[config.mk]
export PLATFORM = sky130hd
export DESIGN_NAME = tfe_expand
export DESIGN_NICKNAME = d
export VERILOG_FILES = /design/src/rtl/tfe_pkg.sv /design/src/rtl/tfe_expand.sv
export SDC_FILE = /design/constraint.sdc
export NUM_CORES = 1
export LEC_CHECK = 0
export BUFFER_PORTS_ARGS = -buffer_cell sky130_fd_sc_hd__buf_4
export CAP_MARGIN = 20
export CORE_MARGIN = 1
export CORE_UTILIZATION = 35
export DETAILED_ROUTE_END_ITERATION = 8
export PLACE_DENSITY = 0.82
export SYNTH_ARGS = -nofsm -noshare
export SYNTH_HDL_FRONTEND = slang
export SYNTH_SLANG_ARGS = --single-unit
export TNS_END_PERCENT = 20
[constraint.sdc]
create_clock -name vclk -period 1.5
set_clock_uncertainty 0.05 [all_clocks]
set_input_delay 0.15 -clock vclk [all_inputs]
set_output_delay 0.15 -clock vclk [all_outputs]
set_load 0.01 [all_outputs]
[src/rtl/tfe_pkg.sv]
`timescale 1ns / 1ps
// ----------------------------------------------------------------------------
// tfe_pkg
// Shared types, constants and channel widening helpers for the texel format
// expander.
// ----------------------------------------------------------------------------
package tfe_pkg;

  localparam int unsigned FormatW   = 5;
  localparam int unsigned TexelW    = 32;
  localparam int unsigned ColorW    = 32;
  localparam int unsigned PalDepth  = 256;
  localparam int unsigned PalIndexW = $clog2(PalDepth);

  typedef enum logic [FormatW-1:0] {
    FMT_A8       = 5'd0,
    FMT_Y8       = 5'd1,
    FMT_AY8      = 5'd2,
    FMT_A8Y8     = 5'd3,
    FMT_R5G6B5   = 5'd6,
    FMT_A1R5G5B5 = 5'd8,
    FMT_A4R4G4B4 = 5'd9,
    FMT_X8R8G8B8 = 5'd10,
    FMT_A8R8G8B8 = 5'd11,
    FMT_P8       = 5'd17
  } fmt_e;

  typedef enum logic {
    KIND_CONVERT   = 1'b0,
    KIND_PAL_WRITE = 1'b1
  } kind_e;

  function automatic logic [7:0] widen5(input logic [4:0] v);
    return {v, v[4:2]};
  endfunction

  function automatic logic [7:0] widen6(input logic [5:0] v);
    return {v, v[5:4]};
  endfunction

  function automatic logic [7:0] widen4(input logic [3:0] v);
    return {v, v};
  endfunction

endpackage

[src/rtl/tfe_expand.sv]
`timescale 1ns / 1ps
// ----------------------------------------------------------------------------
// tfe_expand
// Combinational expansion of one raw texel to an A8R8G8B8 color.
// ----------------------------------------------------------------------------
module tfe_expand
  import tfe_pkg::*;
(
  input  logic [FormatW-1:0] format_i,
  input  logic [TexelW-1:0]  texel_i,
  input  logic [ColorW-1:0]  pal_data_i,
  output logic [ColorW-1:0]  color_o,
  output logic               known_o
);

  logic [7:0]  b;
  logic [15:0] p;

  assign b = texel_i[7:0];
  assign p = texel_i[15:0];

  always_comb begin
    known_o = 1'b1;
    unique case (fmt_e'(format_i))
      FMT_A8:       color_o = {b, 24'h000000};
      FMT_Y8:       color_o = {8'hFF, b, b, b};
      FMT_AY8:      color_o = {b, b, b, b};
      FMT_A8Y8:     color_o = {p[15:8], b, b, b};
      FMT_R5G6B5:   color_o = {8'hFF, widen5(p[15:11]), widen6(p[10:5]), widen5(p[4:0])};
      FMT_A1R5G5B5: color_o = {{8{p[15]}}, widen5(p[14:10]), widen5(p[9:5]),
                               widen5(p[4:0])};
      FMT_A4R4G4B4: color_o = {widen4(p[15:12]), widen4(p[11:8]), widen4(p[7:4]),
                               widen4(p[3:0])};
      FMT_X8R8G8B8,
      FMT_A8R8G8B8: color_o = texel_i;
      FMT_P8:       color_o = pal_data_i;
      default: begin
        color_o = '0;
        known_o = 1'b0;
      end
    endcase
  end

endmodule

==> results of run 1 <==
## kinds of logic (layout without fill, tap and decap cells)
family	after synthesis	in the layout	synth area share
AND/OR/NAND/NOR	80	80	0.421
AO/OA/AOI/OAI	64	64	0.495
buffers and inverters	18	141	0.0846
## layout by cell type, fill, tap and decap left out, drive strengths merged, types with 2 or more instances in the layout
cell type	Yosys	final
nand2b	4	4
nor4	4	4
nand3b	6	6
a22oi	41	41
buf	11	139
nand4	5	5
nor2	5	5
o21a	2	2
nand3	20	20
or3b	3	3
nand2	28	28
a211oi	5	5
inv	2	2
nor3b	3	3
a222oi	9	9
## metrics by stage
step           power (W)  worst slack [ps]  std cells
6_report        0.000571              -264        316
3_3_place_gp    0.000509              -408        306
4_1_cts         0.000546              -239        314
3_5_place_dp    0.000514              -410        306
2_1_floorplan   0.000182             -19.4        162
5_1_grt         0.000605              -298        316
## worst min path at each step
stage	from	end	slack [ps]	cells after the start
global placement	pal_data_i[9]	color_o[9]	550	4
finish	pal_data_i[9]	color_o[9]	530	4
global route	pal_data_i[8]	color_o[8]	580	4
floorplan	texel_i[0]	color_o[3]	380	2
detailed placement	pal_data_i[9]	color_o[9]	550	4
CTS	pal_data_i[9]	color_o[9]	540	4
## power by group through the flow
stage	clock (W)	combinational (W)	sequential (W)
after global placement	0	0.000509	0
after floorplan	0	0.000182	0
after detailed placement	0	0.000514	0
final	0	0.000571	0
after CTS	0	0.000546	0
after global routing	0	0.000605	0
## worst max-delay path, stage by stage
cell      delay, ps
buf_8           100
buf_4           130
buf_6           120
nand3b_1        120
a211oi_1         90
buf_4           150
a211oi_1        380
nand3_1         140
buf_4           180
## area by class of cell
class	instances	area share
inverter	2	0.00336
tap	31	0.0173
timing repair buffer	139	0.524
multi-input combinational	144	0.456
## layer usage
metal	wire length, um	GRT usage
met4	180	0.115
met5	0	0
met1	2140	0.462
met3	759	0.0276
met2	2780	0.570
## timing repair
item | CTS | global route
endpoints found under the setup margin | 32 | 32
cloned | 3 | 1
gates resized for setup | 17 | 11
setup buffers | 5 | 1
pin swaps | 22 | 9
==> qor.yml, run 1 <==
layout:
  finalInstanceArea_um2: 2240
  drive_above_1_share: 0.554
  final_nets: 356
  antenna_cells: 0
  area_growth_pct: 116
  post-route-util: 0.804
  fill_cells: 193
  clockBufferCount: 0
  nFlopsAndLatches: 0
  regArea_um2: 0
  multiInputGateArea_um2: 1020
synth:
  synth_area_um2: 1030
  synth_fp_nets: 231
  yosys.area.top_type: "a22oi_1"
  yosysSeqAreaShare: 0
  yosys-top-cells-count: "a22oi_1, nand2_1, nand3_1, a222oi_1, buf_2"
  yosysWarnings: 0
  yosys.cell_types.count: 33
  synth_top_cell_area_share: 0.297
  yosys-top-cells-area: "a22oi_1, nand2_1, nand3_1, a222oi_1, nand3b_1"
  synth_most_common_cell: "a22oi_1"
  synth_area_per_cell_um2: 6.39
  postSynthCellCount: 162
detailed_routing:
  ant_nets: 0
  wire_per_inst_um: 18.5
  drc: 0
  num_vias: 2086
  wirelength_mm: 5.86
  first_iter_violations: 233
  vias_per_cell: 6.60
  drtPass1Iterations: 6
timing:
  worst_pin_slew_ps: 719
  finalHoldViolations: 0
  timing.fmax_mhz: 567
  rsz0062_at_grt: "yes"
  min_period_over_period: 1.18
  slew_viol_final: 0
  setup_slack_ps: -264
  slew-limit-headroom: 0.517
  setup_viol: 32
  fin_hold_ws_ps: 533
  tns_ps: -5740
  fin_crit_ps: 1760
floorplanning:
  fp.dieH_um: 56.4
  core-area_um2: 2780
  die_w_um: 56.4
  dieArea_um2: 3180
  start_util: 0.372
  rows: 19
  io_pins: 102
power_and_ir_drop:
  pwr-share-comb: 1.000
  vdd_drop_max_mv: 0.242
  leakage_nw: 1.06
  pwr-share-clk: 0
  p_sw_frac: 0.449
  pwr-share-seq: 0
  power_density_nw_per_um2: 255
  p_int_w: 0.000314
  p_switching_w: 0.000257
global_route:
  grt_pass1_vias: 1852
  grt_use_total: 0.342
  antenna_found_initial: 0
  grt_max_degree: 18
  grt_pass1_wl_mm: 8.80
  grt-ovfl-total: 0
placed_design:
  routabilityCongestion: 0.906
  place_hpwl_mm: 3.88
  port_buffers: 102
  dpl-instance-area_um2: 2000
worst_setup_path:
  crit_path_start_kind: "primary input"
  required_ps: 1300
  crit_path_start: "format_i[1]"
  worst_ep_arrival_time_ps: 1560
  endpoint: "color_o[30]"
  end_kind: "output port"
  crit_type: "in -> out"
  path_max_fanout: 5
clock_tree:
  cts.hold.buffers_added: 0
run:
  maxCapViolations: 0
outcome:
  violations: "setup timing"
  outcome: "complete, but fails checks"
worst_hold_path:
  hp-class: "in -> out"
Power figures use the tool's default switching activity.
==> inputs of run 2 (changes only) <==
- REMOVE_ABC_BUFFERS: default -> 1
==> run 2 against run 1 <==
Effect of this change:
- the flow still finishes with violations (setup timing)
- final area shrank 3.9%
- sequential share of layout area is the same
- core utilization shrank 3.1 points
- routed wire length shrank 2.0%
- combinational power shrank 3%
- critical path type unchanged
- count of clock-buffer cells in the layout is the same
- first-iteration DRC count shrank 0.43%
==> qor.yml, run 2 (synthesized netlist as in run 1, its figures left out) <==
outcome:
  outcome: "complete, but fails checks"  # unchanged
  violations: "setup timing"  # unchanged
detailed_routing:
  drc: 0  # unchanged
  ant_nets: 0  # unchanged
  first_iter_violations: 232  # was 233
  num_vias: 2046  # was 2,086
  wire_per_inst_um: 18.5  # about the same
  vias_per_cell: 6.58  # was 6.60
  wirelength_mm: 5.74  # was 5.86 mm
  drtPass1Iterations: 7  # was 6
timing:
  tns_ps: -4450  # was -5740 ps
  rsz0062_at_grt: "yes"  # unchanged
  fin_crit_ps: 1680  # was 1760 ps
  setup_viol: 32  # unchanged
  finalHoldViolations: 0  # unchanged
  timing.fmax_mhz: 597  # was 567 MHz
  min_period_over_period: 1.12  # was 1.18
  setup_slack_ps: -176  # was -264 ps
  worst_pin_slew_ps: 516  # was 719 ps
  slew_viol_final: 0  # unchanged
  slew-limit-headroom: 0.653  # was 0.517
worst_setup_path:
  crit_type: "in -> out"  # unchanged
  worst_ep_arrival_time_ps: 1480  # was 1560 ps
  required_ps: 1300  # about the same
  crit_path_start_kind: "primary input"  # unchanged
  end_kind: "output port"  # unchanged
  path_max_fanout: 16  # was 5
power_and_ir_drop:
  pwr-share-clk: 0  # about the same
  pwr-share-seq: 0  # about the same
  p_sw_frac: 0.451  # was 0.449
  power_density_nw_per_um2: 259  # was 255 nW/um^2
  p_switching_w: 0.000251  # was 0.000257 W
  pwr-share-comb: 1.000  # about the same
  p_int_w: 0.000305  # was 0.000314 W
  leakage_nw: 1.02  # was 1.06 nW
  vdd_drop_max_mv: 0.249  # was 0.242 mV
layout:
  nFlopsAndLatches: 0  # unchanged
  clockBufferCount: 0  # unchanged
  layout_commonest_cell: "buf_4"  # unchanged
  drive_above_1_share: 0.550  # was 0.554
  regArea_um2: 0  # unchanged
  fin_cells: 311  # was 316
  final_cell_mix: "buf_4, a22oi_1, nand2_1"  # unchanged
  final_nets: 351  # was 356
  post-route-util: 0.772  # was 0.804
  area_growth_pct: 108  # was 116%
  antenna_cells: 0  # unchanged
global_route:
  grt-ovfl-total: 0  # unchanged
  grt_use_total: 0.306  # was 0.342
  grt_pass1_vias: 1710  # was 1,852
  grt_max_degree: 33  # was 18
  grt_pass1_wl_mm: 8.05  # was 8.80 mm
  antenna_found_initial: 0  # unchanged
floorplanning:
  dieArea_um2: 3180  # unchanged
  die_w_um: 56.4  # unchanged
  start_util: 0.372  # unchanged
  core-area_um2: 2780  # unchanged
  rows: 19  # unchanged
  io_pins: 102  # unchanged
  fp.dieH_um: 56.4  # unchanged
placed_design:
  placed_cells: 308  # was 306
  port_buffers: 102  # unchanged
  dp_slack_ps: -219  # was -410 ps
  place_hpwl_mm: 3.87  # was 3.88 mm
  routabilityCongestion: 0.840  # was 0.906
clock_tree:
  cts.hold.buffers_added: 0  # unchanged
worst_hold_path:
  hp-class: "in -> out"  # unchanged
run:
  maxCapViolations: 0  # unchanged
==> run 2: final timing paths <==
kind / end / start / slack [ps] / cells after the start
worst max-delay path: color_o[27] / format_i[2] / -180 / 8
worst min-delay path: color_o[9] / pal_data_i[9] / 540 / 4
==> run 2: worst max-delay path, cell delays in order <==
cell and delay, ps:
buf_6 90, or3b_4 410, nor3b_4 180, buf_6 150
clkbuf_16 180, a222oi_1 100, nand3b_1 90, buf_4 120
==> run 2: power by group through the flow <==
stage / sequential, W / clock (W) / combinational (W)
floorplan: 0 / 0 / 0.000156
global placement: 0 / 0 / 0.000513
detailed placement: 0 / 0 / 0.000517
CTS: 0 / 0 / 0.000530
global route: 0 / 0 / 0.000587
finish: 0 / 0 / 0.000556
==> run 2: timing repair <==
action                                  4_1_cts  5_1_grt
endpoints found under the setup margin       32       32
cloned                                        0        2
resized for setup                            12        8
pin swaps                                     9       15
buffers inserted                              0        1
==> run 2: cell type report <==
class / instances / area [um^2]
Inverter: 2 / 7.51
Multi-Input combinational cell: 144 / 1010
Timing Repair Buffer: 134 / 1090
Tap cell: 31 / 38.8
Fill cell: 226 / 633
==> run 2: per-stage QoR <==
stage / cell area (um^2) / hold slack (ps) / power [W]
after floorplan: 955 / 334 / 0.000156
after global placement: 2010 / 547 / 0.000513
after detailed placement: 2010 / 558 / 0.000517
after CTS: 2060 / 558 / 0.000530
after global routing: 2150 / 561 / 0.000587
final: 2150 / 541 / 0.000556
==> run 2: per-layer routing <==
metal	wire length, um	share of wire	track usage	up-vias
li1	-	-	-	903
met1	2160	0.38	0.426	931
met2	2670	0.47	0.522	193
met3	758	0.13	0.0230	19
met4	143	0.025	0.0488	0
met5	0	0	0	-
